$ cat config.mk
export PLATFORM = sky130hd
export DESIGN_NAME = quorum_commit_index_tracker
export DESIGN_NICKNAME = d
export VERILOG_FILES = /design/src/rtl/qcit_pkg.sv /design/src/rtl/qcit_dp.sv /design/src/rtl/qcit_ctrl.sv /design/src/rtl/quorum_commit_index_tracker.sv
export SDC_FILE = /design/constraint.sdc
export NUM_CORES = 2
export LEC_CHECK = 0
export BUFFER_PORTS_ARGS = -buffer_cell sky130_fd_sc_hd__buf_2
export CELL_PAD_IN_SITES_DETAIL_PLACEMENT = 1
export CELL_PAD_IN_SITES_GLOBAL_PLACEMENT = 2
export CORE_MARGIN = 2
export CORE_UTILIZATION = 43
export DETAILED_ROUTE_END_ITERATION = 8
export PLACE_DENSITY = 0.87
export SLEW_MARGIN = 25
export SYNTH_ARGS = -nofsm -noshare
export SYNTH_HDL_FRONTEND = slang
export SYNTH_SLANG_ARGS = --single-unit
$ cat constraint.sdc
create_clock -name clock -period 11.5 [get_ports clock]
set_input_delay 2.3 -clock clock [delete_from_list [all_inputs] [get_ports clock]]
set_output_delay 2.3 -clock clock [all_outputs]
set_load 0.02 [all_outputs]
$ cat src/rtl/qcit_pkg.sv
// Shared types and constants for the quorum commit index tracker.
// No dependencies; imported by every module of the block.
package qcit_pkg;

   localparam int MAX_REPLICAS = 8;
   localparam int LOG_W        = 63;
   localparam int SLOT_W       = 3;
   localparam int CSR_W        = 4;
   // scan index covers every replica plus the primary entry
   localparam int IDX_W        = $clog2(MAX_REPLICAS + 1);
   localparam int CNT_W        = $clog2(MAX_REPLICAS + 1);
   localparam int PC_W         = $clog2(MAX_REPLICAS + 2);

   localparam logic FUNC_MATCH = 1'b0;
   localparam logic FUNC_LAST  = 1'b1;

   typedef struct packed {
      logic              func;
      logic [SLOT_W-1:0] replica_slot;
      logic [LOG_W-1:0]  log_index;
   } req_type;

   typedef struct packed {
      logic [LOG_W-1:0] agreed_index;
      logic [LOG_W-1:0] commit_level;
      logic             commit_advanced;
   } rsp_type;

   typedef enum logic [2:0] {
      ST_IDLE,
      ST_SCAN,
      ST_DRAIN,
      ST_CAP,
      ST_FINISH
   } state_type;

   typedef struct packed {
      logic             write;
      logic             scan;
      logic [IDX_W-1:0] scan_idx;
      logic             cap;
      logic             finish;
   } cmd_type;

   typedef struct packed {
      logic out_free;
   } status_type;

endpackage

$ cat src/rtl/qcit_dp.sv
// Datapath: match table, primary last index, quorum scan, commit index, result word.
// Depends on qcit_pkg; driven by qcit_ctrl through cmd_type / status_type.
module qcit_dp (
   input  logic               clock,
   input  logic               reset,
   input  qcit_pkg::req_type  req_data,
   input  qcit_pkg::cmd_type  cmd,
   output qcit_pkg::status_type status,
   input  logic               csr_valid,
   output logic               csr_ready,
   input  logic [qcit_pkg::CSR_W-1:0] csr_data,
   output logic               rsp_valid,
   input  logic               rsp_stall,
   output qcit_pkg::rsp_type  rsp_data
);
   import qcit_pkg::*;

   logic [LOG_W-1:0]  table_ff [MAX_REPLICAS];
   logic [LOG_W-1:0]  primary_ff;
   logic [LOG_W-1:0]  commit_ff;
   logic [CSR_W-1:0]  count_ff;
   logic [LOG_W-1:0]  best_ff;
   logic [LOG_W-1:0]  q_ff;
   logic [LOG_W-1:0]  cand_ff;
   logic              cand_use_ff;
   logic [MAX_REPLICAS:0] ge_ff;
   logic              eval_ff;
   logic              rsp_valid_ff;
   rsp_type           rsp_data_ff;

   logic [LOG_W-1:0]  vals [MAX_REPLICAS + 1];
   logic [MAX_REPLICAS:0] in_use;
   logic [MAX_REPLICAS:0] ge_in;
   logic [CNT_W-1:0]  n_used;
   logic [PC_W-1:0]   need;
   logic [PC_W-1:0]   pop;
   logic [LOG_W-1:0]  cand;
   logic              out_free;
   logic              advance;

   assign csr_ready = 1'b1;

   always_comb begin
      if (32'(count_ff) > MAX_REPLICAS) begin
         n_used = CNT_W'(MAX_REPLICAS);
      end else begin
         n_used = CNT_W'(count_ff);
      end
      need = PC_W'((32'(n_used) + 1) / 2 + 1);
      for (int j = 0; j < MAX_REPLICAS; j++) begin
         vals[j]   = table_ff[j];
         in_use[j] = (j < 32'(n_used));
      end
      vals[MAX_REPLICAS]   = primary_ff;
      in_use[MAX_REPLICAS] = 1'b1;
      cand = vals[cmd.scan_idx];
      for (int j = 0; j <= MAX_REPLICAS; j++) begin
         ge_in[j] = in_use[j] && (vals[j] >= cand);
      end
   end

   assign pop      = PC_W'($countones(ge_ff));
   assign out_free = !rsp_valid_ff || !rsp_stall;
   assign advance  = q_ff > commit_ff;
   assign status.out_free = out_free;

   // state registers with architectural reset values
   always_ff @(posedge clock) begin
      if (reset) begin
         for (int j = 0; j < MAX_REPLICAS; j++) begin
            table_ff[j] <= '0;
         end
         primary_ff   <= '0;
         commit_ff    <= '0;
         count_ff     <= '0;
         eval_ff      <= 1'b0;
         rsp_valid_ff <= 1'b0;
      end else begin
         if (csr_valid && csr_ready) begin
            count_ff <= csr_data;
         end
         if (cmd.write) begin
            if (req_data.func == FUNC_LAST) begin
               primary_ff <= req_data.log_index;
            end else begin
               for (int j = 0; j < MAX_REPLICAS; j++) begin
                  if (32'(req_data.replica_slot) == j) begin
                     table_ff[j] <= req_data.log_index;
                  end
               end
            end
         end
         eval_ff <= cmd.scan;
         if (cmd.finish && out_free) begin
            rsp_valid_ff <= 1'b1;
            if (advance) begin
               commit_ff <= q_ff;
            end
         end else if (!rsp_stall) begin
            rsp_valid_ff <= 1'b0;
         end
      end
   end

   // scan pipeline and result word
   always_ff @(posedge clock) begin
      if (cmd.scan) begin
         ge_ff       <= ge_in;
         cand_ff     <= cand;
         cand_use_ff <= in_use[cmd.scan_idx];
      end
      if (cmd.write) begin
         best_ff <= '0;
      end else if (eval_ff && cand_use_ff && (pop >= need) && (cand_ff > best_ff)) begin
         best_ff <= cand_ff;
      end
      if (cmd.cap) begin
         q_ff <= (best_ff > primary_ff) ? primary_ff : best_ff;
      end
      if (cmd.finish && out_free) begin
         rsp_data_ff.agreed_index    <= q_ff;
         rsp_data_ff.commit_level    <= advance ? q_ff : commit_ff;
         rsp_data_ff.commit_advanced <= advance;
      end
   end

   assign rsp_valid = rsp_valid_ff;
   assign rsp_data  = rsp_data_ff;

   a_commit_monotonic: assert property (@(posedge clock) disable iff (reset)
      !$past(reset) |-> commit_ff >= $past(commit_ff))
      else $error("commit index decreased");

   a_quorum_capped: assert property (@(posedge clock) disable iff (reset)
      cmd.finish |-> q_ff <= primary_ff)
      else $error("quorum index above last log index");

   a_eval_follows_scan: assert property (@(posedge clock) disable iff (reset)
      eval_ff |-> $past(cmd.scan))
      else $error("evaluation stage active without a scan step");

endmodule

$ cat src/rtl/qcit_ctrl.sv
// Controller FSM: accepts a word, walks the scan index, caps and hands off the result.
// Depends on qcit_pkg; commands qcit_dp.
module qcit_ctrl (
   input  logic                 clock,
   input  logic                 reset,
   input  logic                 req_valid,
   output logic                 req_stall,
   input  qcit_pkg::status_type status,
   output qcit_pkg::cmd_type    cmd
);
   import qcit_pkg::*;

   state_type        state_ff;
   state_type        state_in;
   logic [IDX_W-1:0] scan_idx_ff;
   logic [IDX_W-1:0] scan_idx_in;

   always_ff @(posedge clock) begin
      if (reset) begin
         state_ff    <= ST_IDLE;
         scan_idx_ff <= '0;
      end else begin
         state_ff    <= state_in;
         scan_idx_ff <= scan_idx_in;
      end
   end

   always_comb begin
      state_in     = state_ff;
      scan_idx_in  = scan_idx_ff;
      req_stall    = 1'b1;
      cmd.write    = 1'b0;
      cmd.scan     = 1'b0;
      cmd.scan_idx = scan_idx_ff;
      cmd.cap      = 1'b0;
      cmd.finish   = 1'b0;
      unique case (state_ff)
         ST_IDLE: begin
            req_stall = 1'b0;
            if (req_valid) begin
               cmd.write   = 1'b1;
               scan_idx_in = '0;
               state_in    = ST_SCAN;
            end
         end
         ST_SCAN: begin
            cmd.scan = 1'b1;
            // primary entry sits last in the scan order
            if (scan_idx_ff == IDX_W'(MAX_REPLICAS)) begin
               state_in = ST_DRAIN;
            end else begin
               scan_idx_in = scan_idx_ff + 1'b1;
            end
         end
         ST_DRAIN: begin
            state_in = ST_CAP;
         end
         ST_CAP: begin
            cmd.cap  = 1'b1;
            state_in = ST_FINISH;
         end
         ST_FINISH: begin
            cmd.finish = 1'b1;
            // hold until the result register can take the word
            if (status.out_free) begin
               state_in = ST_IDLE;
            end
         end
         default: begin
            state_in = ST_IDLE;
         end
      endcase
   end

   a_scan_steps: assert property (@(posedge clock) disable iff (reset)
      (state_ff == ST_SCAN) && $past(state_ff == ST_SCAN)
      |-> scan_idx_ff == $past(scan_idx_ff) + 1'b1)
      else $error("scan index skipped a step");

   a_write_starts_scan: assert property (@(posedge clock) disable iff (reset)
      cmd.write |=> (state_ff == ST_SCAN) && (scan_idx_ff == '0))
      else $error("accepted word did not start a scan from entry zero");

endmodule

$ cat src/rtl/quorum_commit_index_tracker.sv
// Quorum commit index tracker: each accepted word writes one replica match index
// (func 0) or the primary last log index (func 1), then returns one result word with
// the quorum index (the (total/2+1)-th largest of the replicas in use plus the primary,
// capped to the last log index), the never-decreasing commit index and an advanced flag.
// The result word is loaded into the output register after a walk of MAX_REPLICAS+1
// scan steps through a single compare row in the datapath, then drain, cap and commit.
// The next word is accepted in the cycle after the result is loaded, even while that
// result is still stalled, and no new word is taken while one is still in the block;
// a result still stalled when the next one is ready holds the block in its commit step.
// replica_count is written through the csr port, always ready; write it only while the
// block is idle.
module quorum_commit_index_tracker (
   input  logic                          clock,
   input  logic                          reset,
   input  logic                          req_valid,
   output logic                          req_stall,
   input  qcit_pkg::req_type             req_data,
   output logic                          rsp_valid,
   input  logic                          rsp_stall,
   output qcit_pkg::rsp_type             rsp_data,
   input  logic                          csr_valid,
   output logic                          csr_ready,
   input  logic [qcit_pkg::CSR_W-1:0]    csr_data
);
   import qcit_pkg::*;

   cmd_type    cmd;
   status_type status;

   qcit_ctrl u_ctrl (
      .clock     (clock),
      .reset     (reset),
      .req_valid (req_valid),
      .req_stall (req_stall),
      .status    (status),
      .cmd       (cmd)
   );

   qcit_dp u_dp (
      .clock     (clock),
      .reset     (reset),
      .req_data  (req_data),
      .cmd       (cmd),
      .status    (status),
      .csr_valid (csr_valid),
      .csr_ready (csr_ready),
      .csr_data  (csr_data),
      .rsp_valid (rsp_valid),
      .rsp_stall (rsp_stall),
      .rsp_data  (rsp_data)
   );

endmodule

; Word level (Yosys, flattened, before mapping)
; Memory sizes are Yosys's and may differ from the RTL's.
; Cells that the tools add are included.
[op_classes]
add_sub_neg = 11
muxes = 73
eq_ne = 17
n_bitwise = 9
order_cmp = 24
reduce_logical = 21
[ops]
columns = cell, count
row1 = $mux 63, 12
row2 = $ge 63x63->1, 9
row3 = $bmux 63 s4, 1
row4 = $gt 63x63->1, 3
row5 = $mux 1, 51
row6 = $lt 3x4->1 const A, 4
row7 = $eq 3x3->1 const B, 5
row8 = $pmux 3 s5, 1
row9 = $add 4x4->4, 3
row10 = $eq 3x2->1 const B, 4
row11 = $logic_and 1x1->1, 12
row12 = $mux 4, 3
row13 = $mux 3, 3
row14 = $add 1x1->2, 4
row15 = $add 4x1->4 const B, 2
row16 = $lt 1x4->1 const A, 2
row17 = $lt 2x4->1 const A, 2
row18 = $or 1x1->1, 8
row19 = $pmux 4 s2, 1
row20 = $eq 3x1->1 const B, 2
row21 = $logic_not 3->1, 2
row22 = $ne 2x1->1 const B, 3
row23 = $reduce_and 3->1, 2
row24 = $add 4x1->5 const B, 1
row25 = other kinds (13), 15
[totals]
output_inout_bits = 130
ramBits = 504
mem_count = 1
register_bits = 465
input_bits = 76
[mem_list]
columns = memory, words, width, read_ports, rd_ports_with_merged_regs, wr, line
row1 = u_dp.table_ff, 8, 63, 8, 0, 8, qcit_dp.sv:18  ; logic [LOG_W-1:0] table_ff [MAX_REPLICAS];

; Depth between registers and ports, before layout
[logic_depth]
word_depth = 7
depth_mapped = 18
depth_no_buf = 16

; Hierarchy
; A second synthesis with hierarchy kept.
[hier_totals]
cells_unflattened = 4967
area_unflattened_um2 = 57283.7
[by_module_without_submodules]
columns = module, area_per_inst_um2, cells_per_inst, seq_area_each_um2, n_inst
row1 = qcit_dp, 56854.5, 4922, 26935.8, 1
row2 = qcit_ctrl, 429.2, 45, 140.1, 1

; Least setup slack after synthesis
; No wires, ideal clock.
[synth_path]
path_kind = input -> register
startpoint = input rsp_stall
endpoint = register u_dp.commit_ff[10]
path_buffers = 2
slack_ps = 1793
setup_ps = 72
t_arrival_ps = 9636
stages = 5
path_cell_list = a21oi_1 > and3_1 > buf_4 > buf_6 > mux2i_1
[synth_via]
elab_chain_cells = 3
[synth_lines]
columns = element, line
row1 = start: declaration, quorum_commit_index_tracker.sv:19  ; input logic rsp_stall,
row2 = $logic_not 1->1, qcit_dp.sv:63  ; assign out_free = !rsp_valid_ff || !rsp_stall;
row3 = $logic_or 1x1->1, qcit_dp.sv:63
row4 = $logic_and 1x1->1, qcit_dp.sv:94  ; if (cmd.finish && out_free) begin
row5 = end signal: assignment, qcit_dp.sv:97  ; commit_ff <= q_ff;
row6 = end: declaration, qcit_dp.sv:20  ; logic [LOG_W-1:0] commit_ff;
; Every way passes these cells.
; A chain may end at the register's enable or synchronous reset.

; Worst setup path in the final report
[layout_path]
startpoint = register u_ctrl.scan_idx_ff[0]
endpoint = register u_dp.ge_ff[4] (data pin)
[layout_via]
elab_chain_cells = 6
[layout_lines]
columns = element, line
row1 = start: declaration, qcit_ctrl.sv:15  ; logic [IDX_W-1:0] scan_idx_ff;
row2 = start signal: assignment, qcit_ctrl.sv:24  ; scan_idx_ff <= scan_idx_in;
row3 = $not 4->5 (not written as such), qcit_dp.sv:56  ; cand = vals[cmd.scan_idx];
row4 = $bmux 63 s4, qcit_dp.sv:56
row5 = $mux 63 (not written as such) (2 in a row), qcit_dp.sv:56
row6 = $ge 63x63->1, qcit_dp.sv:58  ; ge_in[j] = in_use[j] && (vals[j] >= cand);
row7 = $logic_and 1x1->1, qcit_dp.sv:58
row8 = named net u_dp.ge_in[4], qcit_dp.sv:33  ; logic [MAX_REPLICAS:0] ge_in;
row9 = end signal: assignment, qcit_dp.sv:108  ; ge_ff <= ge_in;
row10 = end: declaration, qcit_dp.sv:26  ; logic [MAX_REPLICAS:0] ge_ff;
; The timed path passes the listed nets, and every way through them passes these cells. The select of a mux whose other input is x is not followed.

==> qor_table.md <==
| Result | This run |
|---|---|
| Status | finished clean |
| Register Area | 27100 um^2 |
| Number of H-tree levels | 3 |
| CTS clock-pin slew for the worst setup and hold paths | 0.06 ns |
| Maximum clock skew at final layout | 0.0425 ns |
| Area occupied by multi-input gates | 27600 um^2 |
| VDD IR-drop max | 0.137 mV |
| Via count of the first global-routing pass | 42975 |
| Final worst-path cycle share | 0.499 |
| Largest net degree at the start of global routing | 144 |
| Transition time at the pin with the least slew margin | 1.10 ns |
| Number of buffers inserted for hold repair after clock tree synthesis | 0 |
| Max-slew violation count | 0 |
| Number of filler cells placed in the layout | 13839 |
| Area leader, netlist | sky130_fd_sc_hd__edfxtp_1 |
| Worst Setup End Kind | flip-flop |
| Number of top-level pins | 206 |
| Leak | 25.5 nW |
| Number of endpoints with negative hold slack in the final report | 0 |
| Synthesized Nets | 5746 |
| Number of buffers inserted by post-CTS setup repair | 0 |
| TritonCTS clock tree | yes |
| Total overflow reported by the global router | 0 |
| Setup slack after layout | 5.76 ns |
| DR iter-0 viols | 3878 |
| Area growth from synthesis to layout | 11.4% |
| Critical path start-end classification | reg2reg |
| Max Buffers Root-to-Sink | 3 |
| Share of final-layout standard cells stronger than drive strength 1 | 0.124 |
| Final cell count without fillers | 6918 |
| Placeable core region | 131000 um^2 |
| Setup TNS | 0 ns |
| Global placement routability congestion | 0.948 |
| Unrepaired setup endpoints after global routing | false |
| Part of the Yosys area used for sequential elements | 0.477 |
| Overall die area | 135000 um^2 |
| Initial Utilization | 0.432 |
| Post-cts resize count | 0 |
| Critical path data required time | 11.99 ns |
| Kind of start point of the critical path | flip-flop |
| Placement Cell Area | 59600 um^2 |
| Max Fclk | 174 MHz |
| Post-detailed-route wirelength per cell | 27.2 um |
| Number of detailed-route iterations in the first pass | 5 |
| Drc violations | 0 |
| Crit path max fanout | 94 |
| Total power of the final layout | 9.32 mW |
| Time the final worst path needs with I/O delays and setup | 5.74 ns |
| Flip-flop cell with the highest count after synthesis | sky130_fd_sc_hd__edfxtp_1 |
| Total power density per cell area | 147 nW/um^2 |
| Clock tree root buffer cell | sky130_fd_sc_hd__clkbuf_16 |
| Final setup violating endpoints | 0 |
| Final routed wirelength across all metal layers | 188000 um |
| Number of placement rows | 133 |
| Synthesis-stage register bit count | 969 |
| Total global routing track utilization | 0.275 |
| HP Class | reg2reg |
| Placed insts | 6711 |
| Post-synthesis average cell area | 11.6 um^2 |
| Number of sinks driven by the clock tree | 969 |
| Post-Synthesis Cell Area | 56700 um^2 |
| Die Width | 367 um |
| Sum of net half-perimeters after detailed placement | 139000 um |
| Vias per std cell | 6.01 |
| Post-synthesis instance total | 4894 |
| Yosys warning total | 0 |
| Fraction of synthesized cell area taken by the top area cell type | 0.406 |
| Post-route cell area | 63200 um^2 |
| Count of nets left with antenna violations after detail routing | 0 |
| Worst setup slack after placement | 5.63 ns |
| Leading cell types by total area after synthesis | sky130_fd_sc_hd__edfxtp_1, sky130_fd_sc_hd__ha_1, sky130_fd_sc_hd__dfxtp_1 |
| Cell variety after synth | 71 |
| Count of max-cap constraint violations | 0 |
| Final net count | 5917 |
| First-pass GRT wire length | 279000 um |
| Buffers added on ports | 204 |
| Worst max-slew margin expressed relative to the limit | 0.269 |
| Num CTS Buffers | 107 |
| Critical Path AT | 6.23 ns |
| Clk_lat worst skew | 0.77 ns |
| Proportion of synthesized flip-flops having asynchronous set or reset | 0 |
| Number of enable-type register cells in the synthesized netlist | 767 |
| Vias | 41576 |
| Floorplan die height | 367 um |
| Antenna violations before repair | 20 |
power by group:
group	internal [mW]	switching [mW]
combinational	0.631	1.04
sequential	3.93	0.141
clock	2.04	1.54
total	6.60	2.72
path summary, 6_finish.rpt:
check / start / to / slack (ns) / cells after the start
setup / recovery: u_ctrl.scan_idx_ff[0] / u_dp.ge_ff[4] / 5.76 / 12
hold / removal: u_dp.commit_ff[8] / u_dp.commit_ff[8] / 0.49 / 2
setup reg to reg: u_ctrl.scan_idx_ff[0] / u_dp.ge_ff[4] / 5.76 / 12
hold reg to reg: u_dp.commit_ff[8] / u_dp.commit_ff[8] / 0.49 / 2
worst max-delay path, stage by stage, from the launching register on:
cell	delay [ns]
sky130_fd_sc_hd__dfxtp_4	0.88
sky130_fd_sc_hd__buf_12	0.62
sky130_fd_sc_hd__mux4_2	0.62
sky130_fd_sc_hd__mux2i_1	0.15
sky130_fd_sc_hd__o21a_1	0.52
sky130_fd_sc_hd__ha_1	0.36
sky130_fd_sc_hd__a2111oi_0	0.33
sky130_fd_sc_hd__o21ai_0	0.18
sky130_fd_sc_hd__o2111a_1	0.18
sky130_fd_sc_hd__a2111oi_0	0.72
sky130_fd_sc_hd__a211oi_1	0.24
sky130_fd_sc_hd__o21ai_0	0.34
sky130_fd_sc_hd__a31oi_1	0.14
final cells by class:
class	instances	area share
diodes	3	0.000119
inverters	352	0.0209
multi-input cells	3390	0.436
well taps	1755	0.0347
repair buffers	245	0.0217
flip-flops and latches	969	0.428
clock buffers	141	0.0465
clock inverters	63	0.0113
layout by cell type, fill, tap and decap left out, drive strengths merged, types with 6 or more instances in the layout:
master and instances:
o31ai 72, mux2 63, a21o 127, o221ai 6, and4 12, a2111oi 17
nand2b 212, clkbuf 141, a31oi 12, clkinv 38, nand3 118, a221oi 15
edfxtp 767, and2 6, nor2b 35, a21oi 300, mux2i 193, inv 355
clkinvlp 12, o21ai 121, a211oi 24, nor2 486, and3 7, ha 771
nor4 20, nand4 141, bufinv 10, buf 245, o211ai 17, o21a 80
nor3 37, mux4 126, dfxtp 202, nand2 304
state kept, by name, indices dropped and copies added (netlist names):
register            count
u_dp.cand_ff           63
u_dp.best_ff           63
u_dp.rsp_data         127
u_dp.count_ff           4
u_ctrl.scan_idx_ff      4
u_dp.q_ff              63
u_dp.commit_ff         63
u_dp.ge_ff              9
u_dp.rsp_valid          1
u_dp.table_ff         504
u_dp.eval_ff            1
u_dp.primary_ff        63
u_dp.cand_use_ff        1
u_ctrl.state_ff         3
cell usage after synthesis, types with 35 or more instances:
cell type,instances
sky130_fd_sc_hd__nand2b_1,212
sky130_fd_sc_hd__mux2_4,59
sky130_fd_sc_hd__a21oi_1,299
sky130_fd_sc_hd__clkbuf_1,127
sky130_fd_sc_hd__nor3_1,37
sky130_fd_sc_hd__o31ai_1,72
sky130_fd_sc_hd__a21o_1,127
sky130_fd_sc_hd__nor2_1,486
sky130_fd_sc_hd__ha_1,771
sky130_fd_sc_hd__mux4_2,126
sky130_fd_sc_hd__edfxtp_1,767
sky130_fd_sc_hd__o21ai_0,120
sky130_fd_sc_hd__o21a_1,80
sky130_fd_sc_hd__mux2i_1,193
sky130_fd_sc_hd__nand2_1,304
sky130_fd_sc_hd__dfxtp_1,202
sky130_fd_sc_hd__inv_1,352
sky130_fd_sc_hd__nor2b_1,35
sky130_fd_sc_hd__nand3_1,118
sky130_fd_sc_hd__nand4_1,141
per-stage QoR:
step                hold WS [ns]   util
finish                     0.494  0.482
global route               0.510  0.481
CTS                        0.497  0.481
detailed placement         0.488  0.454
global placement           0.473  0.453
floorplan                  0.457      -
routing by layer:
| metal | up-vias | global-route usage | wire [um] |
|---|---|---|---|
| met1 | 21022 | 0.367 | 78900 |
| met5 | - | 0 | 49 |
| li1 | 18538 | - | - |
| met3 | 339 | 0.0558 | 16300 |
| met4 | 8 | 0.113 | 7860 |
| met2 | 1669 | 0.438 | 85100 |
cell families (layout without fill, tap and decap cells):
kind of cell	after synthesis	count (layout)	share of synthesized area
buffers and inverters	535	801	0.0397
other	1	4	0.0000661
xor gates and xnor gates	5	5	0.000772
AOI/OAI and AO/OA	834	834	0.0936
muxes	382	382	0.100
and+or+nand+nor	1392	1392	0.116
DFF	969	969	0.477
adders and majority gates	776	776	0.172
Power figures use the tool's default switching activity.
